$ cat config.mk
export PLATFORM = sky130hd
export DESIGN_NAME = servo_position_ramp
export DESIGN_NICKNAME = d
export VERILOG_FILES = /design/src/hdl/svpr_pkg.sv /design/src/hdl/svpr_mod_unit.sv /design/src/hdl/servo_position_ramp.sv
export SDC_FILE = /design/constraint.sdc
export NUM_CORES = 2
export LEC_CHECK = 0
export BUFFER_PORTS_ARGS = -buffer_cell sky130_fd_sc_hd__buf_2
export CORE_MARGIN = 8
export CORE_UTILIZATION = 45
export DETAILED_ROUTE_END_ITERATION = 16
export PLACE_DENSITY_LB_ADDON = 0.25
export SLEW_MARGIN = 20
export SYNTH_ARGS = -nofsm -noshare
export SYNTH_HDL_FRONTEND = slang
export SYNTH_SLANG_ARGS = --single-unit
$ cat constraint.sdc
create_clock -name clk -period 5 [get_ports clk]
set_input_delay 0.75 -clock clk [delete_from_list [all_inputs] [get_ports clk]]
set_output_delay 0.75 -clock clk [all_outputs]
set_load 0.02 [all_outputs]
$ cat src/hdl/svpr_pkg.sv
package svpr_pkg;

  localparam int SERVO_CHANNELS_DEF = 4;
  localparam int WIDTH_BITS = 13;
  localparam int LIMIT_BITS = 16;
  localparam int DIV_BITS = 16;
  localparam int CFG_INDEX_BITS = 3;
  localparam int CFG_DATA_BITS = 64;
  localparam int IN_DATA_BITS = 8;
  localparam int OUT_DATA_BITS = 64;
  localparam int MASK_LSB = 4 * WIDTH_BITS;
  localparam int RAMP_BIT = MASK_LSB + 4;

  localparam logic [WIDTH_BITS-1:0] PWM_MIN_COUNT = 13'd1400;
  localparam logic [WIDTH_BITS-1:0] PWM_MAX_COUNT = 13'd5600;
  localparam logic [WIDTH_BITS-1:0] PWM_CENTRE_COUNT = 13'd3000;

  localparam logic [WIDTH_BITS-1:0] STEP_SIZE_RESET = 13'd20;
  localparam logic [DIV_BITS-1:0] SPEED_DIVIDER_RESET = 16'd0;
  localparam logic [63:0] MIN_POSITIONS_RESET = 64'd394070980440884600;
  localparam logic [63:0] MAX_POSITIONS_RESET = 64'd1576283921763538400;
  localparam logic [3:0] SWITCH_POLARITY_RESET = 4'd0;

  typedef enum logic [1:0] {
    OP_SET_POSITION = 2'd0,
    OP_FRAME_TICK   = 2'd1,
    OP_SNAP         = 2'd2,
    OP_UNUSED       = 2'd3
  } op_t;

  typedef enum logic [CFG_INDEX_BITS-1:0] {
    CFG_STEP_SIZE       = 3'd0,
    CFG_SPEED_DIVIDER   = 3'd1,
    CFG_MIN_POSITIONS   = 3'd2,
    CFG_MAX_POSITIONS   = 3'd3,
    CFG_SWITCH_POLARITY = 3'd4
  } cfg_index_t;

  typedef struct packed {
    logic                busy;
    logic                done;
    logic [DIV_BITS-1:0] remainder;
  } mod_status_t;

  function automatic logic [WIDTH_BITS-1:0] clamp_width(input logic [LIMIT_BITS-1:0] v);
    logic [WIDTH_BITS-1:0] res;
    if (v < LIMIT_BITS'(PWM_MIN_COUNT)) begin
      res = PWM_MIN_COUNT;
    end else if (v > LIMIT_BITS'(PWM_MAX_COUNT)) begin
      res = PWM_MAX_COUNT;
    end else begin
      res = v[WIDTH_BITS-1:0];
    end
    return res;
  endfunction

endpackage

$ cat src/hdl/svpr_mod_unit.sv
module svpr_mod_unit (
  input  logic                            clk,
  input  logic                            rst_n,
  input  logic                            start,
  input  logic [svpr_pkg::DIV_BITS-1:0]   dividend,
  input  logic [svpr_pkg::DIV_BITS-1:0]   divisor,
  output svpr_pkg::mod_status_t           status
);

  localparam int CNT_BITS = $clog2(svpr_pkg::DIV_BITS + 1);

  logic                          busy_r;
  logic                          done_r;
  logic [CNT_BITS-1:0]           cnt_r;
  logic [svpr_pkg::DIV_BITS-1:0] rem_r;
  logic [svpr_pkg::DIV_BITS-1:0] dvd_r;
  logic [svpr_pkg::DIV_BITS-1:0] dsr_r;
  logic [svpr_pkg::DIV_BITS:0]   trial;
  logic [svpr_pkg::DIV_BITS-1:0] rem_nxt;

  always_comb begin
    trial = {rem_r, dvd_r[svpr_pkg::DIV_BITS-1]};
    if (trial >= {1'b0, dsr_r}) begin
      rem_nxt = svpr_pkg::DIV_BITS'(trial - {1'b0, dsr_r});
    end else begin
      rem_nxt = trial[svpr_pkg::DIV_BITS-1:0];
    end
  end

  always_ff @(posedge clk) begin
    if (!rst_n) begin
      busy_r <= 1'b0;
      done_r <= 1'b0;
      cnt_r  <= '0;
    end else if (start) begin
      busy_r <= 1'b1;
      done_r <= 1'b0;
      cnt_r  <= CNT_BITS'(svpr_pkg::DIV_BITS);
    end else if (busy_r) begin
      cnt_r <= cnt_r - CNT_BITS'(1);
      if (cnt_r == CNT_BITS'(1)) begin
        busy_r <= 1'b0;
        done_r <= 1'b1;
      end
    end else begin
      done_r <= 1'b0;
    end
  end

  always_ff @(posedge clk) begin
    if (start) begin
      rem_r <= '0;
      dvd_r <= dividend;
      dsr_r <= divisor;
    end else if (busy_r) begin
      rem_r <= rem_nxt;
      dvd_r <= {dvd_r[svpr_pkg::DIV_BITS-2:0], 1'b0};
    end
  end

  assign status.busy      = busy_r | done_r;
  assign status.done      = done_r;
  assign status.remainder = rem_r;

endmodule

$ cat src/hdl/servo_position_ramp.sv
// Results are registered in the output register, or in the skid entry while it is stalled.
// Throughput: one item per cycle while in_tready is high; a two-entry output stage takes an
// item while a result waits. A write of speed_divider starts a bit-serial modulo of the
// tick counter (one bit a cycle) and holds in_tready low while the divider phase is rebuilt.
// Reset (rst_n, synchronous): registers to their defaults, all widths and targets to 3000,
// tick counter zero, output stage empty.
module servo_position_ramp #(
  parameter int SERVO_CHANNELS = svpr_pkg::SERVO_CHANNELS_DEF
) (
  input  logic                                  clk,
  input  logic                                  rst_n,
  input  logic                                  in_tvalid,
  output logic                                  in_tready,
  // [1:0] servo_index, [2] position_bit
  input  logic [svpr_pkg::IN_DATA_BITS-1:0]     in_tdata,
  // [1:0] op
  input  logic [1:0]                            in_tuser,
  output logic                                  out_tvalid,
  input  logic                                  out_tready,
  // [12:0] width_servo0, [25:13] width_servo1, [38:26] width_servo2,
  // [51:39] width_servo3, [55:52] at_target_mask, [56] ramp_applied
  output logic [svpr_pkg::OUT_DATA_BITS-1:0]    out_tdata,
  input  logic                                  cfg_valid,
  output logic                                  cfg_ready,
  input  logic [svpr_pkg::CFG_INDEX_BITS-1:0]   cfg_index,
  input  logic [svpr_pkg::CFG_DATA_BITS-1:0]    cfg_data
);

  localparam int WB = svpr_pkg::WIDTH_BITS;
  localparam int DB = svpr_pkg::DIV_BITS;

  logic [WB-1:0] step_size_r;
  logic [DB-1:0] speed_divider_r;
  logic [63:0]   min_positions_r;
  logic [63:0]   max_positions_r;
  logic [3:0]    switch_polarity_r;

  logic [WB-1:0] target_r [SERVO_CHANNELS];
  logic [WB-1:0] target_nxt [SERVO_CHANNELS];
  logic [WB-1:0] current_r [SERVO_CHANNELS];
  logic [WB-1:0] current_nxt [SERVO_CHANNELS];
  logic [DB-1:0] tick_r;
  logic [DB-1:0] tick_nxt;
  logic [DB-1:0] phase_r;
  logic [DB-1:0] phase_nxt;

  logic                             out_valid_r;
  logic [svpr_pkg::OUT_DATA_BITS-1:0] out_data_r;
  logic                             skid_valid_r;
  logic [svpr_pkg::OUT_DATA_BITS-1:0] skid_data_r;
  logic [svpr_pkg::OUT_DATA_BITS-1:0] res_data;
  logic [3:0]                       mask;
  logic                             ramped;

  logic                  in_fire;
  logic                  out_fire;
  logic                  cfg_fire;
  logic                  mod_start;
  svpr_pkg::mod_status_t mod_status;
  svpr_pkg::op_t         op;
  logic [1:0]            servo_index;
  logic                  position_bit;
  logic [DB:0]           phase_inc;

  function automatic logic [WB-1:0] ramp_one(input logic [WB-1:0] w, input logic [WB-1:0] t,
                                             input logic [WB-1:0] step);
    logic [WB-1:0] res;
    if (t < w) begin
      res = (step < (w - t)) ? (w - step) : t;
    end else if (t > w) begin
      res = (step < (t - w)) ? (w + step) : t;
    end else begin
      res = w;
    end
    return res;
  endfunction

  assign op           = svpr_pkg::op_t'(in_tuser);
  assign servo_index  = in_tdata[1:0];
  assign position_bit = in_tdata[2];

  assign cfg_ready = 1'b1;
  assign cfg_fire  = cfg_valid & cfg_ready;
  assign mod_start = cfg_fire && (cfg_index == svpr_pkg::CFG_SPEED_DIVIDER);

  assign in_tready = !skid_valid_r && !mod_status.busy;
  assign in_fire   = in_tvalid & in_tready;
  assign out_fire  = out_valid_r & out_tready;

  svpr_mod_unit u_mod (
    .clk      (clk),
    .rst_n    (rst_n),
    .start    (mod_start),
    .dividend (tick_r),
    .divisor  (cfg_data[DB-1:0]),
    .status   (mod_status)
  );

  assign phase_inc = {1'b0, phase_r} + (DB+1)'(1);

  always_comb begin
    logic [svpr_pkg::LIMIT_BITS-1:0] lim;
    logic go;
    lim    = '0;
    go     = 1'b0;
    ramped = 1'b0;
    tick_nxt  = tick_r;
    phase_nxt = phase_r;
    for (int n = 0; n < SERVO_CHANNELS; n++) begin
      target_nxt[n]  = target_r[n];
      current_nxt[n] = current_r[n];
    end
    unique case (op)
      svpr_pkg::OP_SET_POSITION: begin
        for (int n = 0; n < SERVO_CHANNELS; n++) begin
          if (servo_index == 2'(n)) begin
            lim = (position_bit == switch_polarity_r[n]) ? min_positions_r[16*n +: 16]
                                                          : max_positions_r[16*n +: 16];
            target_nxt[n] = svpr_pkg::clamp_width(lim);
          end
        end
      end
      svpr_pkg::OP_FRAME_TICK: begin
        if (speed_divider_r == '0) begin
          go = 1'b1;
        end else begin
          go       = (phase_r == '0);
          tick_nxt = tick_r + DB'(1);
          if (tick_r == '1 || phase_inc == {1'b0, speed_divider_r}) begin
            phase_nxt = '0;
          end else begin
            phase_nxt = phase_inc[DB-1:0];
          end
        end
        if (go) begin
          ramped = 1'b1;
          for (int n = 0; n < SERVO_CHANNELS; n++) begin
            current_nxt[n] = ramp_one(current_r[n], target_r[n], step_size_r);
          end
        end
      end
      svpr_pkg::OP_SNAP: begin
        for (int n = 0; n < SERVO_CHANNELS; n++) begin
          current_nxt[n] = target_r[n];
        end
      end
      default: begin
      end
    endcase
  end

  always_comb begin
    mask = '0;
    for (int n = 0; n < SERVO_CHANNELS; n++) begin
      mask[n] = (current_nxt[n] == target_nxt[n]);
    end
  end

  for (genvar g = 0; g < 4; g++) begin : g_pack
    if (g < SERVO_CHANNELS) begin : g_on
      assign res_data[WB*g +: WB] = current_nxt[g];
    end else begin : g_off
      assign res_data[WB*g +: WB] = '0;
    end
  end
  assign res_data[svpr_pkg::MASK_LSB +: 4] = mask;
  assign res_data[svpr_pkg::RAMP_BIT]      = ramped;
  assign res_data[svpr_pkg::OUT_DATA_BITS-1:svpr_pkg::RAMP_BIT+1] = '0;

  always_ff @(posedge clk) begin
    if (!rst_n) begin
      step_size_r       <= svpr_pkg::STEP_SIZE_RESET;
      speed_divider_r   <= svpr_pkg::SPEED_DIVIDER_RESET;
      min_positions_r   <= svpr_pkg::MIN_POSITIONS_RESET;
      max_positions_r   <= svpr_pkg::MAX_POSITIONS_RESET;
      switch_polarity_r <= svpr_pkg::SWITCH_POLARITY_RESET;
    end else if (cfg_fire) begin
      unique case (cfg_index)
        svpr_pkg::CFG_STEP_SIZE:       step_size_r       <= cfg_data[WB-1:0];
        svpr_pkg::CFG_SPEED_DIVIDER:   speed_divider_r   <= cfg_data[DB-1:0];
        svpr_pkg::CFG_MIN_POSITIONS:   min_positions_r   <= cfg_data;
        svpr_pkg::CFG_MAX_POSITIONS:   max_positions_r   <= cfg_data;
        svpr_pkg::CFG_SWITCH_POLARITY: switch_polarity_r <= cfg_data[3:0];
        default: begin
        end
      endcase
    end
  end

  always_ff @(posedge clk) begin
    if (!rst_n) begin
      for (int n = 0; n < SERVO_CHANNELS; n++) begin
        target_r[n]  <= svpr_pkg::PWM_CENTRE_COUNT;
        current_r[n] <= svpr_pkg::PWM_CENTRE_COUNT;
      end
      tick_r  <= '0;
      phase_r <= '0;
    end else if (in_fire) begin
      for (int n = 0; n < SERVO_CHANNELS; n++) begin
        target_r[n]  <= target_nxt[n];
        current_r[n] <= current_nxt[n];
      end
      tick_r  <= tick_nxt;
      phase_r <= phase_nxt;
    end else if (mod_status.done) begin
      phase_r <= mod_status.remainder;
    end
  end

  always_ff @(posedge clk) begin
    if (!rst_n) begin
      out_valid_r  <= 1'b0;
      skid_valid_r <= 1'b0;
    end else if (out_fire || !out_valid_r) begin
      if (skid_valid_r) begin
        out_valid_r  <= 1'b1;
        skid_valid_r <= 1'b0;
      end else begin
        out_valid_r <= in_fire;
      end
    end else if (in_fire) begin
      skid_valid_r <= 1'b1;
    end
  end

  always_ff @(posedge clk) begin
    if (out_fire || !out_valid_r) begin
      if (skid_valid_r) begin
        out_data_r <= skid_data_r;
      end else if (in_fire) begin
        out_data_r <= res_data;
      end
    end else if (in_fire) begin
      skid_data_r <= res_data;
    end
  end

  assign out_tvalid = out_valid_r;
  assign out_tdata  = out_data_r;

endmodule

==> run_results.csv <==
group,metric,value,unit
outcome,status,"finished, violations left",
outcome,violations,"negative setup slack",
place,port_buffers,135,
worst_setup_path,crit_fanout,5,
routing,ant_nets,0,
final_layout,nets,5489,
worst_setup_path,crit_start,"current_r[0][0]$_SDFFCE_PN0P_",
worst_hold_path,hold_class,"input pin to register",
power_and_ir_drop,switching_share,36.4,%
place,globalplace.congestion,1.02,
timing,tightest_slew,1.06,ns
synthesis,muxShareOfSynthArea,3.45,%
place,place_area,42200,um2
power_and_ir_drop,powerDensity,313,nW/um2
synthesis,synth_top_area_share,20.4,%
cts,clockBufferDepth,3,
cts,insertion_delay,0.66,ns
power_and_ir_drop,worst_ir_drop_vdd,296,uV
worst_setup_path,critPathLaunchType,"register",
grt,antenna_found_initial,11,
cts,hold_buffers,0,
worst_setup_path,max_stage_delay,0.51,ns
routing,drc_errors,0,
worst_setup_path,cp_slowest_cell,"o311ai_0",
place,dpl.hpwl,109,mm
synthesis,ys_types,94,
grt,track_usage,30.3,%
cts,numCtsBuffers,53,
power_and_ir_drop,clkPwrFrac,28.6,%
synthesis,synthesis.area,36700,um2
timing,setup-violations-final,15,
final_layout,multiInputGateArea,24600,um2
timing,finalMaxSlewViolations,0,
synthesis,synth_top_family_by_area,"compound AO/OA/AOI/OAI gates",
cts,root_buffer,"clkbuf_16",
floorplanning,die_area,91100,um2
synthesis,ys_ff_latch,468,
worst_setup_path,r2r-start,"current_r[0][0]$_SDFFCE_PN0P_",
floorplanning,rows,105,
synthesis,synth_edf_count,250,
synthesis,ys_async_sr_fraction,0,%
final_layout,drive_gt1_share,24.1,%
routing,routed_wl,145,mm
timing,fin_crit_sh,106,%
timing,timing.fmax,0.188,GHz
synthesis,yosysWarnings,0,
routing,drt_iter0_markers,4001,
worst_setup_path,crit_type,"register to register",
grt,grt-ovfl-total,0,
power_and_ir_drop,p_seq_share,31.3,%
synthesis,yosysTopAreaCell,"edfxtp_1",
power_and_ir_drop,combPwrFrac,40.2,%
synthesis,synth-simple-area-share,20.0,%
synthesis,synth_compound_area_share,21.6,%
synthesis,synthCells,4490,
worst_setup_path,path_common_cell,"a21oi_2",
synthesis,synthAdderAreaFrac,11.7,%
grt,grt_pass1_vias,34614,
grt,grt_pass1_wl,213,mm
power_and_ir_drop,intPower,9.23,mW
timing,tns,-2.10,ns
final_layout,utilization,56.9,%
synthesis,synth_flop_cell,"edfxtp_1",
timing,fin_hold_ws,0.327,ns
cts,clock-sinks,468,
final_layout,area_growth,26.1,%
floorplanning,die_y,302,um
routing,wire_per_inst,23.4,um
synthesis,synth_area_leaders,"edfxtp_1 (20%), dfxtp_1 (12%), ha_1 (11%), nand2_1 (7.1%), a21oi_1 (5.5%)",
routing,drt_first_pass_iters,6,
worst_setup_path,r2r_cells,24,
floorplanning,dieWidth,302,um
timing,fin_skew,0.0582,ns
power_and_ir_drop,p_leak,19.6,nW
worst_setup_path,cp_data_required_time,5.48,ns
worst_setup_path,crit_path_end,"out_tdata[52]$_DFFE_PP_",
cts,htree_levels,2,
timing,finalHoldViolations,0,
floorplanning,ios,149,
synthesis,ys_seq_area_share,32.3,%
routing,via_count,37285,
final_layout,fin_area,46300,um2
timing,relSlewSlack,29.2,%
routing,vias_per_cell,6.02,
cts,cts_tree,"done",
worst_setup_path,crit_path_end_kind,"register",
job,maxCapViolCount,0,
power_and_ir_drop,power_switching,5.29,mW
synthesis,syn-mean-instance-area,8.18,um2
final_layout,fill_cells,7588,
cts,path_clk_slew,0.07,ns
timing,fin_ws,-0.305,ns
grt,grt_max_degree,101,
timing,finalCriticalPeriod,5.31,ns
worst_setup_path,cp_cell_sequence,"buf_6 -> ha_4 -> inv_2 -> fa_2 -> a21o_1 -> a21oi_2 -> o21bai_1 -> a21oi_2 -> o21bai_1 -> a21oi_2 -> o21bai_1 -> a21oi_1 -> xor2_1 -> ha_1 -> a21oi_2 -> o21ai_2 -> a21oi_2 -> nand2_2 -> o311ai_0 -> a31oi_2 -> a2111oi_2 -> nand4_1 -> or4_4 -> o41ai_2",
synthesis,synth-xor-area-share,5.51,%
worst_setup_path,r2r-end,"out_tdata[52]$_DFFE_PP_",
final_layout,seqCellArea,11900,um2
floorplanning,fp.coreArea,81500,um2
worst_setup_path,critPathArrivalTime,5.78,ns
worst_setup_path,ff2ff_setup_slack,-0.31,ns
floorplanning,initial_core_util,45.1,%
timing,rsz0062_at_grt,"yes",
per-stage QoR:
stage	std cells	worst slack [ns]	power, mW
6_report	6192	-0.305	14.5
2_1_floorplan	4496	-0.0297	7.74
3_3_place_gp	5991	-0.535	9.66
3_5_place_dp	5991	-0.620	9.71
5_1_grt	6191	-0.508	15.2
4_1_cts	6156	-0.282	14.1
flip-flops by register name, indices dropped and copies added (netlist names):
| signal | cells |
|---|---|
| phase_r | 16 |
| u_mod.busy_r | 1 |
| tick_r | 16 |
| max_positions_r | 64 |
| u_mod.rem_r | 16 |
| u_mod.dsr_r | 16 |
| min_positions_r | 64 |
| u_mod.cnt_r | 5 |
| u_mod.done_r | 1 |
| speed_divider_r | 16 |
| target_r | 52 |
| switch_polarity_r | 4 |
| u_mod.dvd_r | 16 |
| current_r | 52 |
| out_tdata | 57 |
| skid_valid_r | 1 |
| skid_data_r | 57 |
| out_tvalid | 1 |
| step_size_r | 13 |
power groups by stage:
stage / combinational, mW / sequential [mW] / clock (mW)
2_1_floorplan: 3.08 / 4.66 / 0
3_3_place_gp: 5.06 / 4.61 / 0
6_report: 5.83 / 4.54 / 4.15
4_1_cts: 5.36 / 4.53 / 4.18
5_1_grt: 6.27 / 4.56 / 4.33
3_5_place_dp: 5.10 / 4.61 / 0
layout by cell type, fill, tap and decap left out, types with 74 or more instances in the layout:
master    count
buf_2       135
inv_1       247
nand3_1     142
nand2_1     677
edfxtp_1    250
a21o_1       75
buf_4       569
xor2_1       74
xnor2_1     147
dfxtp_1     216
o21ai_0     196
nor3_1       94
a21oi_1     356
ha_1        296
nor2_1      250
worst min path at each step:
stage                                           from                               end  depth (start not counted)
floorplan           min_positions_r[44]$_SDFFE_PN0P_  min_positions_r[44]$_SDFFE_PN0P_                          2
global placement    max_positions_r[14]$_SDFFE_PN0P_  max_positions_r[14]$_SDFFE_PN0P_                          2
detailed placement  min_positions_r[14]$_SDFFE_PN0P_  min_positions_r[14]$_SDFFE_PN0P_                          2
CTS                                     cfg_data[20]  min_positions_r[20]$_SDFFE_PN1P_                          3
global route                            cfg_data[24]  min_positions_r[24]$_SDFFE_PN1P_                          3
finish                                  cfg_data[20]  min_positions_r[20]$_SDFFE_PN1P_                          3
cells by family after synthesis:
| logic type | Yosys count |
|---|---|
| other | 2 |
| DFF | 468 |
| xor gates and xnor gates | 229 |
| and+or+nand+nor | 1588 |
| buffers and inverters | 515 |
| AOI/OAI and AO/OA | 1234 |
| adders and majority gates | 333 |
| muxes | 121 |
Yosys cell counts (29+ instances only):
master and n:
a21oi_1 404, edfxtp_1 250, nand2_1 695, nor2b_1 35, xor2_1 75, or3_1 29
xnor2_1 153, a211oi_1 38, nand2b_1 67, nor4_1 42, and3_1 30, nand4_1 42
a31oi_1 41, o21ai_0 246, ha_1 316, o22ai_1 36, mux2_2 44, clkbuf_1 212
nand3_1 154, nor2_1 266, nor3_1 102, mux2i_1 77, inv_1 274, and2_1 33
o211ai_1 54, dfxtp_1 218, a21o_1 76
worst max-delay path: cells and delay by family (launching register included):
family	cells	cell delay, ns
compound gates	15	2.89
fa+ha+maj	3	0.76
simple gates	3	0.75
flops	1	0.41
xor+xnor	1	0.17
buf+inv	2	0.15
routing by layer:
| metal | global-route usage, % | wire [um] |
|---|---|---|
| met5 | 0 | 61 |
| met4 | 12.3 | 6830 |
| met3 | 6.34 | 14400 |
| met2 | 45.8 | 61500 |
| met1 | 41.9 | 62200 |
cell type report:
type / instances / area share (%)
multi-input combinational: 3513 / 53.0
tap: 1070 / 2.89
clock buffer: 71 / 3.27
sequential: 468 / 25.6
clock inverter: 29 / 0.737
antenna: 3 / 0.0162
inverter: 276 / 2.25
timing repair buffer: 762 / 12.2
what timing repair did:
action | in CTS | in global routing
setup endpoints to repair | 68 | 102
buffers inserted | 65 | 42
resized for setup | 130 | 258
pin swaps | 92 | 142
No activity file was read; power rests on OpenSTA's default activity.
